File: src/hdl/cwf_pkg.sv
// shared types, constants and microprogram for the confidence weighted fusion block
package cwf_pkg;

	// default widths
	localparam int VALUE_WIDTH_DEF    = 16;
	localparam int CONF_FRAC_BITS_DEF = 16;

	// configuration port
	localparam int PADDR_W = 3;
	localparam int PDATA_W = 32;
	localparam logic [0:0] REG_DECAY = 1'b0;

	// microprogram addresses
	localparam int PC_W = 4;
	typedef logic [PC_W-1:0] pc_t;

	localparam pc_t P_IDLE     = 4'd0;
	localparam pc_t P_DISPATCH = 4'd1;
	localparam pc_t P_SKIP     = 4'd2;
	localparam pc_t P_SETUP    = 4'd3;
	localparam pc_t P_DIV_A    = 4'd4;
	localparam pc_t P_WEIGHT_A = 4'd5;
	localparam pc_t P_DIV_B    = 4'd6;
	localparam pc_t P_WEIGHT_B = 4'd7;
	localparam pc_t P_MUL_VA   = 4'd8;
	localparam pc_t P_MUL_VB   = 4'd9;
	localparam pc_t P_MUL_CA   = 4'd10;
	localparam pc_t P_MUL_CB   = 4'd11;
	localparam pc_t P_COMMIT_C = 4'd12;
	localparam pc_t P_EMIT     = 4'd13;
	localparam pc_t P_MUL_D    = 4'd14;
	localparam pc_t P_COMMIT_D = 4'd15;

	// datapath operations
	typedef enum logic [3:0] {
		DP_NOP,
		DP_LOAD,
		DP_SETUP,
		DP_WEIGHT_A,
		DP_WEIGHT_B,
		DP_MUL_VA,
		DP_MUL_VB,
		DP_MUL_CA,
		DP_MUL_CB,
		DP_COMMIT_C,
		DP_EMIT,
		DP_MUL_D,
		DP_COMMIT_D
	} dp_op_t;

	// jump conditions
	typedef enum logic [2:0] {
		C_NEVER,
		C_ALWAYS,
		C_NO_REQ,
		C_TICK,
		C_SKIP,
		C_DIV_BUSY,
		C_OUT_FULL
	} cond_t;

	typedef struct packed {
		dp_op_t op;
		cond_t  cond;
		pc_t    target;
	} ucode_t;

	// status from datapath to sequencer
	typedef struct packed {
		logic tick;
		logic skip;
		logic div_busy;
		logic out_full;
	} dp_status_t;

	// control store
	function automatic ucode_t ucode_rom(input pc_t pc);
		ucode_t uc;
		case (pc)
			P_IDLE:     uc = '{op: DP_LOAD,     cond: C_NO_REQ,   target: P_IDLE};
			P_DISPATCH: uc = '{op: DP_NOP,      cond: C_TICK,     target: P_EMIT};
			P_SKIP:     uc = '{op: DP_NOP,      cond: C_SKIP,     target: P_IDLE};
			P_SETUP:    uc = '{op: DP_SETUP,    cond: C_NEVER,    target: P_IDLE};
			P_DIV_A:    uc = '{op: DP_NOP,      cond: C_DIV_BUSY, target: P_DIV_A};
			P_WEIGHT_A: uc = '{op: DP_WEIGHT_A, cond: C_NEVER,    target: P_IDLE};
			P_DIV_B:    uc = '{op: DP_NOP,      cond: C_DIV_BUSY, target: P_DIV_B};
			P_WEIGHT_B: uc = '{op: DP_WEIGHT_B, cond: C_NEVER,    target: P_IDLE};
			P_MUL_VA:   uc = '{op: DP_MUL_VA,   cond: C_NEVER,    target: P_IDLE};
			P_MUL_VB:   uc = '{op: DP_MUL_VB,   cond: C_NEVER,    target: P_IDLE};
			P_MUL_CA:   uc = '{op: DP_MUL_CA,   cond: C_NEVER,    target: P_IDLE};
			P_MUL_CB:   uc = '{op: DP_MUL_CB,   cond: C_NEVER,    target: P_IDLE};
			P_COMMIT_C: uc = '{op: DP_COMMIT_C, cond: C_ALWAYS,   target: P_IDLE};
			P_EMIT:     uc = '{op: DP_EMIT,     cond: C_OUT_FULL, target: P_EMIT};
			P_MUL_D:    uc = '{op: DP_MUL_D,    cond: C_NEVER,    target: P_IDLE};
			P_COMMIT_D: uc = '{op: DP_COMMIT_D, cond: C_ALWAYS,   target: P_IDLE};
			default:    uc = '{op: DP_NOP,      cond: C_ALWAYS,   target: P_IDLE};
		endcase
		return uc;
	endfunction

endpackage

File: src/hdl/cwf_if.sv
// request channels of the fusion block: sample input and fused result
interface cwf_sample_if #(
	parameter int VALUE_WIDTH    = cwf_pkg::VALUE_WIDTH_DEF,
	parameter int CONF_FRAC_BITS = cwf_pkg::CONF_FRAC_BITS_DEF
);
	logic                          valid;
	logic                          ready;
	logic                          op;
	logic signed [VALUE_WIDTH-1:0] value;
	logic signed [CONF_FRAC_BITS+1:0] confidence;

	modport source (output valid, output op, output value, output confidence, input ready);
	modport sink   (input valid, input op, input value, input confidence, output ready);
endinterface

interface cwf_result_if #(
	parameter int VALUE_WIDTH    = cwf_pkg::VALUE_WIDTH_DEF,
	parameter int CONF_FRAC_BITS = cwf_pkg::CONF_FRAC_BITS_DEF
);
	logic                          valid;
	logic                          ready;
	logic signed [VALUE_WIDTH-1:0] fused_value;
	logic [CONF_FRAC_BITS:0]       fused_confidence;

	modport source (output valid, output fused_value, output fused_confidence, input ready);
	modport sink   (input valid, input fused_value, input fused_confidence, output ready);
endinterface

File: src/hdl/cwf_divider.sv
// bit-serial restoring divider for the weight quotients n*ONE/y
module cwf_divider #(
	parameter int CONF_FRAC_BITS = cwf_pkg::CONF_FRAC_BITS_DEF
) (
	input  logic                      clk,
	input  logic                      arst_n,
	input  logic                      start,
	input  logic [CONF_FRAC_BITS:0]   num,
	input  logic [CONF_FRAC_BITS+1:0] den,
	output logic                      busy,
	output logic [CONF_FRAC_BITS:0]   quot
);
	import cwf_pkg::*;

	localparam int F     = CONF_FRAC_BITS;
	localparam int CNT_W = $clog2(F + 2);

	logic [F+1:0]     rem_q;
	logic [F+1:0]     den_q;
	logic [F:0]       quot_q;
	logic             nbit_q;
	logic [CNT_W-1:0] cnt_q;

	logic [F+2:0] shifted;
	logic [F+2:0] diff;
	logic         ge;

	// one quotient bit per step
	assign shifted = {rem_q, nbit_q};
	assign diff    = shifted - {1'b0, den_q};
	assign ge      = shifted >= {1'b0, den_q};

	// step counter
	always_ff @(posedge clk or negedge arst_n) begin
		if (!arst_n) begin
			cnt_q <= '0;
		end else if (start) begin
			cnt_q <= CNT_W'(F + 1);
		end else if (cnt_q != '0) begin
			cnt_q <= cnt_q - 1'b1;
		end
	end

	// partial remainder and quotient; low F numerator bits are zero
	always_ff @(posedge clk) begin
		if (start) begin
			rem_q  <= {2'b00, num[F:1]};
			nbit_q <= num[0];
			den_q  <= den;
		end else if (cnt_q != '0) begin
			rem_q  <= ge ? diff[F+1:0] : shifted[F+1:0];
			quot_q <= {quot_q[F-1:0], ge};
			nbit_q <= 1'b0;
		end
	end

	assign busy = cnt_q != '0;
	assign quot = quot_q;

endmodule

File: src/hdl/cwf_datapath.sv
// fusion datapath: operand registers, weights, shared multiplier, stores, result register
module cwf_datapath #(
	parameter int VALUE_WIDTH    = cwf_pkg::VALUE_WIDTH_DEF,
	parameter int CONF_FRAC_BITS = cwf_pkg::CONF_FRAC_BITS_DEF
) (
	input  logic                             clk,
	input  logic                             arst_n,
	input  cwf_pkg::dp_op_t                  dp_op,
	output cwf_pkg::dp_status_t              status,
	input  logic                             in_fire,
	input  logic                             op,
	input  logic signed [VALUE_WIDTH-1:0]    value,
	input  logic signed [CONF_FRAC_BITS+1:0] confidence,
	input  logic [CONF_FRAC_BITS:0]          decay,
	input  logic                             out_ready,
	output logic                             out_valid,
	output logic signed [VALUE_WIDTH-1:0]    out_value,
	output logic [CONF_FRAC_BITS:0]          out_conf
);
	import cwf_pkg::*;

	localparam int F       = CONF_FRAC_BITS;
	localparam int VW      = VALUE_WIDTH;
	localparam int ONE     = 1 << F;
	localparam int MUL_A_W = (VW > F + 2) ? VW : F + 2;
	localparam int PROD_W  = MUL_A_W + F + 2;
	localparam int ACC_W   = VW + 2;
	localparam logic signed [ACC_W-1:0] VMAX = ACC_W'((longint'(1) << (VW - 1)) - 1);
	localparam logic signed [ACC_W-1:0] VMIN = ~VMAX;
	localparam logic [F:0]   ONE_C  = (F + 1)'(ONE);
	localparam logic [F+1:0] ONE_W  = (F + 2)'(ONE);
	localparam logic [F+1:0] TWO_W  = (F + 2)'(2 * longint'(ONE));

	// operand and state registers
	logic                   tick_q;
	logic                   skip_q;
	logic signed [VW-1:0]   v_q;
	logic [F:0]             a_q;
	logic [F:0]             aw_q;
	logic [F:0]             bw_q;
	logic signed [PROD_W-1:0] prod_q;
	logic signed [ACC_W-1:0]  acc_q;
	logic [F+1:0]           cacc_q;
	logic signed [VW-1:0]   value_store_q;
	logic [F:0]             conf_store_q;
	logic                   out_valid_q;
	logic signed [VW-1:0]   out_value_q;
	logic [F:0]             out_conf_q;

	logic [F:0]   smallest;
	logic         invert;
	logic [F+1:0] y_raw;
	logic [F+1:0] y;
	logic [F:0]   na;
	logic [F:0]   nb;
	logic         div_start;
	logic [F:0]   div_num;
	logic         div_busy;
	logic [F:0]   quot;
	logic [F:0]   weight;
	logic signed [MUL_A_W-1:0] mul_a;
	logic signed [F+1:0]       mul_b;
	logic signed [PROD_W-1:0]  prod;
	logic signed [PROD_W-1:0]  prod_tz;
	logic signed [ACC_W-1:0]   part_v;
	logic [F+1:0]              part_c;
	logic signed [ACC_W-1:0]   value_sum;
	logic [F+1:0]              conf_sum;
	logic signed [VW-1:0]      value_sat;
	logic [F:0]                conf_sat;
	logic [F:0]                decay_sat;
	logic                      out_full;
	logic                      in_skip;
	logic [F:0]                in_clamped;

	// input decode: clamp to one, non-positive makes the sample a no-op
	assign in_skip    = confidence[F+1] || (confidence == '0);
	assign in_clamped = (confidence > $signed(ONE_W)) ? ONE_C : confidence[F:0];

	// weight selection from clamped sample and stored confidence
	always_comb begin
		smallest = (conf_store_q < a_q) ? conf_store_q : a_q;
		invert   = ((ONE_C - a_q) < smallest) || ((ONE_C - conf_store_q) < smallest);
		if (invert) begin
			y_raw = TWO_W - {1'b0, a_q} - {1'b0, conf_store_q};
			na    = ONE_C - a_q;
			nb    = ONE_C - conf_store_q;
		end else begin
			y_raw = {1'b0, a_q} + {1'b0, conf_store_q};
			na    = a_q;
			nb    = conf_store_q;
		end
		y = (y_raw == '0) ? ONE_W : y_raw;
	end

	// divider launch: first the sample weight, then the stored weight
	assign div_start = (dp_op == DP_SETUP) || (dp_op == DP_WEIGHT_A);
	assign div_num   = (dp_op == DP_WEIGHT_A) ? nb : na;

	cwf_divider #(
		.CONF_FRAC_BITS(CONF_FRAC_BITS)
	) u_div (
		.clk   (clk),
		.arst_n(arst_n),
		.start (div_start),
		.num   (div_num),
		.den   (y),
		.busy  (div_busy),
		.quot  (quot)
	);

	assign weight = invert ? (ONE_C - quot) : quot;

	// shared multiplier operand select
	always_comb begin
		case (dp_op)
			DP_MUL_VB: begin
				mul_a = MUL_A_W'(value_store_q);
				mul_b = $signed({1'b0, bw_q});
			end
			DP_MUL_CA: begin
				mul_a = $signed(MUL_A_W'(a_q));
				mul_b = $signed({1'b0, aw_q});
			end
			DP_MUL_CB: begin
				mul_a = $signed(MUL_A_W'(conf_store_q));
				mul_b = $signed({1'b0, bw_q});
			end
			DP_MUL_D: begin
				mul_a = $signed(MUL_A_W'(conf_store_q));
				mul_b = $signed({1'b0, decay});
			end
			default: begin
				mul_a = MUL_A_W'(v_q);
				mul_b = $signed({1'b0, aw_q});
			end
		endcase
	end

	assign prod = mul_a * mul_b;

	// registered product divided by one, truncated toward zero
	assign prod_tz = (prod_q + (prod_q[PROD_W-1] ? PROD_W'(ONE - 1) : PROD_W'(0))) >>> F;
	assign part_v  = ACC_W'(prod_tz);
	assign part_c  = prod_tz[F+1:0];

	// saturation of blended value and confidence
	assign value_sum = acc_q + part_v;
	assign conf_sum  = cacc_q + part_c;
	assign value_sat = (value_sum > VMAX) ? VW'(VMAX) :
		(value_sum < VMIN) ? VW'(VMIN) : VW'(value_sum);
	assign conf_sat  = (conf_sum > ONE_W) ? ONE_C : conf_sum[F:0];
	assign decay_sat = (part_c > ONE_W) ? ONE_C : part_c[F:0];

	// operand capture
	always_ff @(posedge clk or negedge arst_n) begin
		if (!arst_n) begin
			tick_q <= 1'b0;
			skip_q <= 1'b0;
		end else if (dp_op == DP_LOAD && in_fire) begin
			tick_q <= op;
			skip_q <= in_skip;
		end
	end

	always_ff @(posedge clk) begin
		if (dp_op == DP_LOAD && in_fire) begin
			v_q <= value;
			a_q <= in_clamped;
		end
	end

	// weights, products and partial sums
	always_ff @(posedge clk) begin
		case (dp_op)
			DP_WEIGHT_A: aw_q <= weight;
			DP_WEIGHT_B: bw_q <= weight;
			DP_MUL_VA:   prod_q <= prod;
			DP_MUL_VB: begin
				acc_q  <= part_v;
				prod_q <= prod;
			end
			DP_MUL_CA:   prod_q <= prod;
			DP_MUL_CB: begin
				cacc_q <= part_c;
				prod_q <= prod;
			end
			DP_MUL_D:    prod_q <= prod;
			default: ;
		endcase
	end

	// fused stores
	always_ff @(posedge clk or negedge arst_n) begin
		if (!arst_n) begin
			value_store_q <= '0;
			conf_store_q  <= '0;
		end else begin
			case (dp_op)
				DP_MUL_CA:   value_store_q <= value_sat;
				DP_COMMIT_C: conf_store_q  <= conf_sat;
				DP_COMMIT_D: conf_store_q  <= decay_sat;
				default: ;
			endcase
		end
	end

	// result register
	assign out_full = out_valid_q && !out_ready;

	always_ff @(posedge clk or negedge arst_n) begin
		if (!arst_n) begin
			out_valid_q <= 1'b0;
		end else if (dp_op == DP_EMIT && !out_full) begin
			out_valid_q <= 1'b1;
		end else if (out_ready) begin
			out_valid_q <= 1'b0;
		end
	end

	always_ff @(posedge clk) begin
		if (dp_op == DP_EMIT && !out_full) begin
			out_value_q <= value_store_q;
			out_conf_q  <= conf_store_q;
		end
	end

	assign out_valid = out_valid_q;
	assign out_value = out_value_q;
	assign out_conf  = out_conf_q;

	assign status = '{tick: tick_q, skip: skip_q, div_busy: div_busy, out_full: out_full};

endmodule

File: src/hdl/cwf_sequencer.sv
// microprogram sequencer: step counter, control store lookup and conditional jumps
module cwf_sequencer (
	input  logic                clk,
	input  logic                arst_n,
	input  logic                req,
	input  cwf_pkg::dp_status_t status,
	output cwf_pkg::dp_op_t     dp_op,
	output logic                in_ready
);
	import cwf_pkg::*;

	pc_t    pc_q;
	ucode_t uc;
	logic   jump;

	assign uc = ucode_rom(pc_q);

	// jump condition
	always_comb begin
		case (uc.cond)
			C_NEVER:    jump = 1'b0;
			C_ALWAYS:   jump = 1'b1;
			C_NO_REQ:   jump = !req;
			C_TICK:     jump = status.tick;
			C_SKIP:     jump = status.skip;
			C_DIV_BUSY: jump = status.div_busy;
			C_OUT_FULL: jump = status.out_full;
			default:    jump = 1'b0;
		endcase
	end

	// step counter
	always_ff @(posedge clk or negedge arst_n) begin
		if (!arst_n) begin
			pc_q <= P_IDLE;
		end else begin
			pc_q <= jump ? uc.target : pc_q + 1'b1;
		end
	end

	assign dp_op    = uc.op;
	assign in_ready = pc_q == P_IDLE;

endmodule

File: src/hdl/confidence_weighted_fusion_top.sv
// top level of the confidence weighted fusion block
//
//   channel     dir  handshake       payload
//   sample_in   in   valid / ready   op, value, confidence
//   fused_out   out  valid / ready   fused_value, fused_confidence
//   apb         in   psel / penable  paddr, pwdata -> prdata (decay_factor at 0x0)
//
// a sample runs two bit-serial weight divisions of CONF_FRAC_BITS+1 steps each;
// a sample with non-positive confidence ends at its skip step, and a tick runs
// its emit, decay multiply and decay commit steps.
// one request is in work at a time; a tick waits in its emit step while the
// result register is still held by a stalled sink. reset clears the stores,
// the sequencer and the result valid, and loads decay_factor with about 0.999.
module confidence_weighted_fusion_top #(
	parameter int VALUE_WIDTH    = cwf_pkg::VALUE_WIDTH_DEF,
	parameter int CONF_FRAC_BITS = cwf_pkg::CONF_FRAC_BITS_DEF
) (
	input  logic                         clk,
	input  logic                         arst_n,
	cwf_sample_if.sink                   sample_in,
	cwf_result_if.source                 fused_out,
	input  logic                         psel,
	input  logic                         penable,
	input  logic                         pwrite,
	input  logic [cwf_pkg::PADDR_W-1:0]  paddr,
	input  logic [cwf_pkg::PDATA_W-1:0]  pwdata,
	output logic [cwf_pkg::PDATA_W-1:0]  prdata,
	output logic                         pready
);
	import cwf_pkg::*;

	localparam int F = CONF_FRAC_BITS;
	localparam logic [F:0] DECAY_RESET = (F + 1)'(((longint'(1) << F) * 999) / 1000);

	logic [F:0]  decay_q;
	logic        reg_hit;
	logic        in_ready;
	logic        in_fire;
	dp_op_t      dp_op;
	dp_status_t  status;

	// configuration register
	assign pready  = 1'b1;
	assign reg_hit = paddr[PADDR_W-1:2] == REG_DECAY;

	always_ff @(posedge clk or negedge arst_n) begin
		if (!arst_n) begin
			decay_q <= DECAY_RESET;
		end else if (psel && penable && pwrite && reg_hit) begin
			decay_q <= pwdata[F:0];
		end
	end

	assign prdata = reg_hit ? PDATA_W'(decay_q) : '0;

	// input handshake
	assign sample_in.ready = in_ready;
	assign in_fire         = sample_in.valid && in_ready;

	cwf_sequencer u_seq (
		.clk     (clk),
		.arst_n  (arst_n),
		.req     (in_fire),
		.status  (status),
		.dp_op   (dp_op),
		.in_ready(in_ready)
	);

	cwf_datapath #(
		.VALUE_WIDTH   (VALUE_WIDTH),
		.CONF_FRAC_BITS(CONF_FRAC_BITS)
	) u_dp (
		.clk       (clk),
		.arst_n    (arst_n),
		.dp_op     (dp_op),
		.status    (status),
		.in_fire   (in_fire),
		.op        (sample_in.op),
		.value     (sample_in.value),
		.confidence(sample_in.confidence),
		.decay     (decay_q),
		.out_ready (fused_out.ready),
		.out_valid (fused_out.valid),
		.out_value (fused_out.fused_value),
		.out_conf  (fused_out.fused_confidence)
	);

endmodule

File: src/flat_wrapper.sv
// flat-port wrapper written by rule: the top's interface ports become plain ports
module confidence_weighted_fusion_top_flat import cwf_pkg::*;
#(
	parameter int VALUE_WIDTH    = cwf_pkg::VALUE_WIDTH_DEF,
	parameter int CONF_FRAC_BITS = cwf_pkg::CONF_FRAC_BITS_DEF
)
  (clk, arst_n, psel, penable, pwrite, paddr, pwdata, prdata, pready, sample_in_valid, sample_in_op, sample_in_value, sample_in_confidence, sample_in_ready, fused_out_valid, fused_out_fused_value, fused_out_fused_confidence, fused_out_ready);
  cwf_sample_if #(.VALUE_WIDTH(VALUE_WIDTH), .CONF_FRAC_BITS(CONF_FRAC_BITS)) sample_in_i ();
  cwf_result_if #(.VALUE_WIDTH(VALUE_WIDTH), .CONF_FRAC_BITS(CONF_FRAC_BITS)) fused_out_i ();
  input  logic clk;
  input  logic arst_n;
  input  logic psel;
  input  logic penable;
  input  logic pwrite;
  input  logic [cwf_pkg::PADDR_W-1:0] paddr;
  input  logic [cwf_pkg::PDATA_W-1:0] pwdata;
  output logic [cwf_pkg::PDATA_W-1:0] prdata;
  output logic pready;
  input wire logic [$bits(sample_in_i.valid)-1:0] sample_in_valid;
  input wire logic [$bits(sample_in_i.op)-1:0] sample_in_op;
  input wire logic [$bits(sample_in_i.value)-1:0] sample_in_value;
  input wire logic [$bits(sample_in_i.confidence)-1:0] sample_in_confidence;
  output wire logic [$bits(sample_in_i.ready)-1:0] sample_in_ready;
  output wire logic [$bits(fused_out_i.valid)-1:0] fused_out_valid;
  output wire logic [$bits(fused_out_i.fused_value)-1:0] fused_out_fused_value;
  output wire logic [$bits(fused_out_i.fused_confidence)-1:0] fused_out_fused_confidence;
  input wire logic [$bits(fused_out_i.ready)-1:0] fused_out_ready;
  assign sample_in_i.valid = sample_in_valid;
  assign sample_in_i.op = sample_in_op;
  assign sample_in_i.value = sample_in_value;
  assign sample_in_i.confidence = sample_in_confidence;
  assign sample_in_ready = sample_in_i.ready;
  assign fused_out_valid = fused_out_i.valid;
  assign fused_out_fused_value = fused_out_i.fused_value;
  assign fused_out_fused_confidence = fused_out_i.fused_confidence;
  assign fused_out_i.ready = fused_out_ready;
  confidence_weighted_fusion_top #(.VALUE_WIDTH(VALUE_WIDTH), .CONF_FRAC_BITS(CONF_FRAC_BITS)) u_core (.clk(clk), .arst_n(arst_n), .sample_in(sample_in_i), .fused_out(fused_out_i), .psel(psel), .penable(penable), .pwrite(pwrite), .paddr(paddr), .pwdata(pwdata), .prdata(prdata), .pready(pready));
endmodule
File: config.mk
export PLATFORM = sky130hd
export DESIGN_NAME = confidence_weighted_fusion_top_flat
export DESIGN_NICKNAME = d
export VERILOG_FILES = /design/src/hdl/cwf_pkg.sv /design/src/hdl/cwf_if.sv /design/src/hdl/cwf_divider.sv /design/src/hdl/cwf_datapath.sv /design/src/hdl/cwf_sequencer.sv /design/src/hdl/confidence_weighted_fusion_top.sv /design/src/flat_wrapper.sv
export SDC_FILE = /design/constraint.sdc
export NUM_CORES = 2
export LEC_CHECK = 0
export ABC_CLOCK_PERIOD_IN_PS = 11400
export BUFFER_PORTS_ARGS = -buffer_cell sky130_fd_sc_hd__buf_2
export CORE_ASPECT_RATIO = 0.8
export CORE_MARGIN = 3
export CORE_UTILIZATION = 46
export CTS_BUF_LIST = sky130_fd_sc_hd__clkbuf_16
export DETAILED_ROUTE_END_ITERATION = 16
export GPL_ROUTABILITY_DRIVEN = 0
export SLEW_MARGIN = 20
export SYNTH_ARGS = -nofsm -noshare
export SYNTH_HDL_FRONTEND = slang
export SYNTH_SLANG_ARGS = --single-unit
export TNS_END_PERCENT = 100
File: constraint.sdc
create_clock -name clk -period 11.4 [get_ports clk]
set_input_delay 2.28 -clock clk [delete_from_list [all_inputs] [get_ports clk]]
set_output_delay 2.28 -clock clk [all_outputs]
set_load 0.01 [all_outputs]
# == Word-level counts from Yosys, hierarchy flattened ==
# Memory sizes are Yosys's and may differ from the RTL's.
# Index checks and enable logic that the tools add are counted.
# Widths: inputs -> output; s select.
# word_totals
n_memories,1
rom_bits,176
inputBits,77
reg_bits,288
# memory_table
name,depth,width,rd,rd_ports_with_merged_regs,write_ports,line,rtl
(no name shown),16,11,1,0,0,cwf_pkg.sv:79,case (pc)
# classes
multipliers,1
eq_ne,18
muxes,26
magnitude_cmp,9
n_addsub,12
bitwise,2
n_reduce_logical,24
# ops
op,n
$mux 17,8
$mux 16,5
$pmux 17 s2,2
$pmux 18 s3,1
$lt 17x17->1,3
$sub 17x17->17 const A,3
$add 18x18->18,2
$gt 18x17->1 const B,2
$logic_not 18->1,2
$mul 18x18->36,1
$mux 18,2
$add 34x17->34,1
$eq 4x4->1 const B,5
$ge 19x18->1,1
$add 17x17->18,1
$gt 18x16->1 const B,1
$gt 18x18->1 const B,1
$lt 18x16->1 const B,1
$sub 18x17->18,1
$sub 18x17->18 const A,1
$sub 18x18->18,1
$eq 4x3->1 const B,4
$mux 5,2
$eq 3x3->1 const B,3
other kinds (19),38

# == Longest topological paths before layout ==
# depth
ltp_word,7
ltp_mapped,38

# == Modules after synthesis ==
# Synthesis repeated with hierarchy kept, for this count alone.
# hier_totals
hier_cells,3262
hier_area_um2,31069.8
# modules_own_cells
module,seq_area_each_um2,instances,area_per_inst_um2,cells_per_inst
cwf_datapath,6035.8,1,26088.8,2817
cwf_divider,1726.7,1,3470.8,312
confidence_weighted_fusion_top,442.9,1,959.7,73
cwf_sequencer,100.1,1,550.5,60

# == Least setup slack after synthesis ==
# No wires, ideal clock.
# synth_timing
path_type,register to register
startpoint,reg u_core.u_seq.pc_q[1]
endpoint,reg u_core.u_dp.prod_q[35] (data pin)
setup_slack_ns,1.155
required_ns,11.129
path_stages_with_launch,37
setup_time_ns,0.271
arrival_ns,9.974
path_cell_list,dfrtp_1 > inv_1 > ha_1 > and2_1 > a211oi_1 > a21o_1 > nand2_1 > nor3_1 > or2_1 > clkbuf_1 > nor2_1 > buf_2 > buf_2 > a221oi_1 > nor2_1 > fa_1 > inv_1 > fa_1 > fa_1 > fa_1 > inv_1 > fa_1 > inv_1 > fa_1 > inv_1 > ha_1 > clkbuf_1 > nand4_1 > o21ai_0 > o31ai_1 > a21boi_1 > o41ai_2 > o31ai_1 > o41ai_1 > nor2_1 > a2111oi_0 > xnor2_1
# synth_via
elab_chain_cells,5
word_cells_on_any_way,10
cone_classes,mul (1); eq/ne (4); mux (2); reduce/logical (2); memory (1)
# synth_rtl
item,line,rtl
from (decl),cwf_sequencer.sv:12,pc_t pc_q;
from (signal assigned),cwf_sequencer.sv:37,pc_q <= jump ? uc.target : pc_q + 1'b1;
$mem_v2 16x11 *,n/a,
$eq 4x4->1 / $eq 4x3->1 (equally long branches),cwf_datapath.sv:116,case (dp_op)
$reduce_or 2->1 (no source line),n/a,
$pmux 18 s3 / $pmux 17 s2 (equally long branches),cwf_datapath.sv:116,
$mul 18x18->36 *,cwf_datapath.sv:140,assign prod = mul_a * mul_b;
named net u_core.u_dp.prod[35],cwf_datapath.sv:63,logic signed [PROD_W-1:0] prod;
to (signal assigned),cwf_datapath.sv:178,DP_MUL_VA: prod_q <= prod;
to (signal assigned),cwf_datapath.sv:181,prod_q <= prod;
to (signal assigned),cwf_datapath.sv:183,DP_MUL_CA: prod_q <= prod;
to (decl),cwf_datapath.sv:41,logic signed [PROD_W-1:0] prod_q;
# Mark *: on every way through the listed nets, which the timed path passes. The rest lies on a longest branch.
# A chain may end at the register's enable or synchronous reset.

# == Worst setup path after layout ==
# layout_timing
startpoint,reg u_core.u_seq.pc_q[0]
endpoint,reg u_core.u_dp.prod_q[35] (data pin)
# Same word-level chain as after synthesis.

==> impl_results.md <==
* Outcome: complete, no violations
* Hold Crit Start: u_core.u_dp.u_div.rem_q[17]
* Worst EP required at 11.69 ns
* HP Class: register to register
* Worst Setup SP: u_core.u_seq.pc_q[0]
* CTS Sinks at 287
* Wire length on met1 at 39,900 um
* Inst Count DP at 4,077
* Number of synthesized register bits at 287
* Total track usage at 0.250
* Syn Inst Count at 3,145
* Post-Layout Cell Count at 4,133
* Ys flop type: edfxtp_1
* Initial Utilization at 0.470
* Max layer used: met4
* Post-Synth Adder-Cell Area at 0.316
* Die span in y at 237 um
* First-pass GRT wire length at 136,000 um
* Vias in the first global route at 23,700
* Critical Path End Type: register
* I/O pin count at 145
* Share of layout cells above drive strength 1 at 0.0941
* R2R depth at 30
* Cell with the most instances after synthesis: inv_1
* Drt total wl at 86,300 um
* Rows at 83
* Nets at 3,919
* Slew HR at 0.313
* Crit path DAT at 10.98 ns
* Worst Tran Pin Value at 1.03 ns
* Clk_lat worst skew at 0.58 ns
* Clock skew at 0.0197 ns
* Nature of the critical path startpoint: register
* Largest net degree at the start of global routing at 63
* Synth Area in XOR/XNOR at 0.0565
* Met2 WL at 37,000 um
* TritonRoute pass-1 iters at 8
* Final ANT Viol Nets at 0
* Total grt overflow at 0
* H-tree levels at 1
* Final setup viols at 0
* Via count at 23,500
* R2r setup slk at 0.71 ns
* Simple-Gate Fraction of Synth Area at 0.130
* CTS tree: yes
* Worst Hold Path Cells at 2
* Final instance area at 0.0334 mm^2
* Post-synth top area share at 0.219
* Post-DP Area at 0.0323 mm^2
* Post-synth EDFFs at 223
* Syn Area/Cell at 9.72 um^2
* Wirelength per Cell at 20.9 um
* Initial antenna violation count at 1
* Syn. warnings at 0
* Fin crit share at 0.938
* CP max FO at 19
* Port Buffer Count at 111
* Die footprint at 0.0696 mm^2
* Area leader, netlist: edfxtp_1
* Slowest stage delay, CP at 0.70 ns
* Hold_buf cts at 0
* Max Slew Vio Count at 0
* Max Freq at 93.5 MHz
* Setup bufs post-CTS at 0
* Yosys cell types at 85
* Hold Path Sink: u_core.u_dp.u_div.rem_q[17]
* CORE AREA at 0.0650 mm^2
* Max clock buf depth at 3
* Max_cap viols at 0
* Clock root buffer: clkbuf_16
* Synth cell count leaders: 514 x inv_1, 317 x fa_1, 267 x nor2_1
* Cell mode on critical path: fa_1
* CTS Buf Count at 30
* DRC at 0
* Clk slew on worst S/H paths at 0.07 ns
* Share of the yosys chip area belonging to registers at 0.272
* Setup Crit Path Kind: register to register
* Period minus WS final at 10.69 ns
* Critical-path top delay cell: fa_1
* Fin. Hold Viols at 0
* Ys async rst share at 0.216
* Mux share of post-synthesis cell area at 0.0255
* Reg2reg end: u_core.u_dp.prod_q[35]
* Synth Cell Area at 0.0306 mm^2
* Synth top area cells: edfxtp_1 22%, fa_1 21%, ha_1 11%
* Complex-gate fraction of the synthesized area at 0.118
* Dpl hpwl at 69,400 um
* Die width at 294 um
* Initial DRC Count at 1,989
* Crit Reg-Reg Startpoint: u_core.u_seq.pc_q[0]
* Via/cell ratio at 5.69
* Largest family of logic cells by synthesized area: adder cells
* Met3 routed WL at 7090 um
* Antenna diode count at 0
* Area growth from synthesis to final layout at 9.14%
==> critical path, delay by kind of cell (launching register included) <==
| family | cells | cell delay, ns |
|---|---|---|
| simple gates | 7 | 1.29 |
| xor+xnor | 1 | 0.24 |
| fa+ha+maj | 8 | 3.94 |
| buf+inv | 6 | 0.99 |
| compound gates | 8 | 3.36 |
| flops | 1 | 0.55 |
==> repair_timing <==
item / 4_1_cts / 5_1_grt
gates cloned: 0 / 0
setup endpoints to repair: 1 / 1
resized for setup: 1 / 3
==> through the flow <==
step / setup slack (ns) / hold WS, ns / setup TNS (ns) / util
6_report: 0.705 / 0.486 / 0 / 0.513
5_1_grt: -0.0184 / 0.493 / -0.0184 / 0.513
4_1_cts: 0.0708 / 0.479 / 0 / 0.513
3_5_place_dp: -0.0307 / 0.469 / -0.0307 / 0.497
3_3_place_gp: 0.0558 / 0.457 / 0 / 0.497
2_1_floorplan: 1.16 / 0.447 / 0 / -
==> kinds of logic (layout without fill, tap and decap cells) <==
group,Yosys count,in the layout
adder cells (fa/ha/maj),583,583
flip-flops,287,287
buffers and inverters,641,765
multiplexers,72,72
AO/OA/AOI/OAI,513,513
AND/OR/NAND/NOR,853,853
XOR/XNOR,194,194
other,2,16
==> cells in the final DEF, fill, tap and decap left out, types with 13 or more instances in the layout <==
master / instances
a211oi_1: 15
a21o_1: 33
a21oi_1: 129
a221o_1: 23
a221oi_1: 21
a22o_1: 27
a31oi_1: 14
and2_1: 18
buf_2: 111
buf_4: 79
clkbuf_16: 33
conb_1: 16
dfrtp_1: 48
dfstp_2: 14
edfxtp_1: 223
fa_1: 317
ha_1: 266
inv_1: 520
mux2_2: 22
mux2i_1: 42
nand2_1: 266
nand2b_1: 33
nand3_1: 39
nand4_1: 25
nor2_1: 264
nor2b_1: 51
nor3_1: 54
nor4_1: 13
o211ai_1: 28
o21a_1: 31
o21ai_0: 40
o21ai_1: 27
o31ai_1: 23
or3_1: 22
xnor2_1: 148
xor2_1: 44
==> registers in the layout, summed over array words and instances (netlist names) <==
name / flops
u_core.u_dp.out_value: 16
u_core.u_dp.v_q: 16
u_core.u_dp.bw_q: 17
u_core.u_seq.pc_q: 4
u_core.u_dp.out_conf: 17
u_core.u_dp.acc_q: 18
u_core.u_dp.out_valid: 1
u_core.decay_q: 17
u_core.u_dp.u_div.cnt_q: 5
u_core.u_dp.conf_store_q: 17
u_core.u_dp.value_store_q: 16
u_core.u_dp.prod_q: 35
u_core.u_dp.skip_q: 1
u_core.u_dp.aw_q: 17
u_core.u_dp.u_div.quot: 17
u_core.u_dp.u_div.rem_q: 18
u_core.u_dp.u_div.nbit_q: 1
u_core.u_dp.u_div.den_q: 18
u_core.u_dp.tick_q: 1
u_core.u_dp.a_q: 17
u_core.u_dp.cacc_q: 18
==> how the worst max path moves through the flow <==
stage	slack, ns	endpoint
2_1_floorplan	1.16	u_core.u_dp.prod_q[35]
3_3_place_gp	0.06	u_core.u_dp.prod_q[35]
3_5_place_dp	-0.03	u_core.u_dp.prod_q[35]
4_1_cts	0.07	u_core.u_dp.prod_q[35]
5_1_grt	-0.02	u_core.u_dp.prod_q[35]
6_report	0.71	u_core.u_dp.prod_q[35]
==> per-layer routing <==
layer	vias up	global-route usage
met1	11700	0.378
met2	905	0.375
li1	10800	-
met3	139	0.0419
met5	-	0
met4	0	0.0608
==> cell type report <==
cell class	instances	area, um^2
clock buffer	33	826
inverter	519	1950
tap	850	1060
sequential	287	8310
timing repair buffer	190	1150
multi-input combinational	2231	19900
fill	5959	31600
clock inverter	23	180
Power is not shown: default switching activity piles up to over one toggle a cycle in this logic, so the estimate is an artifact.
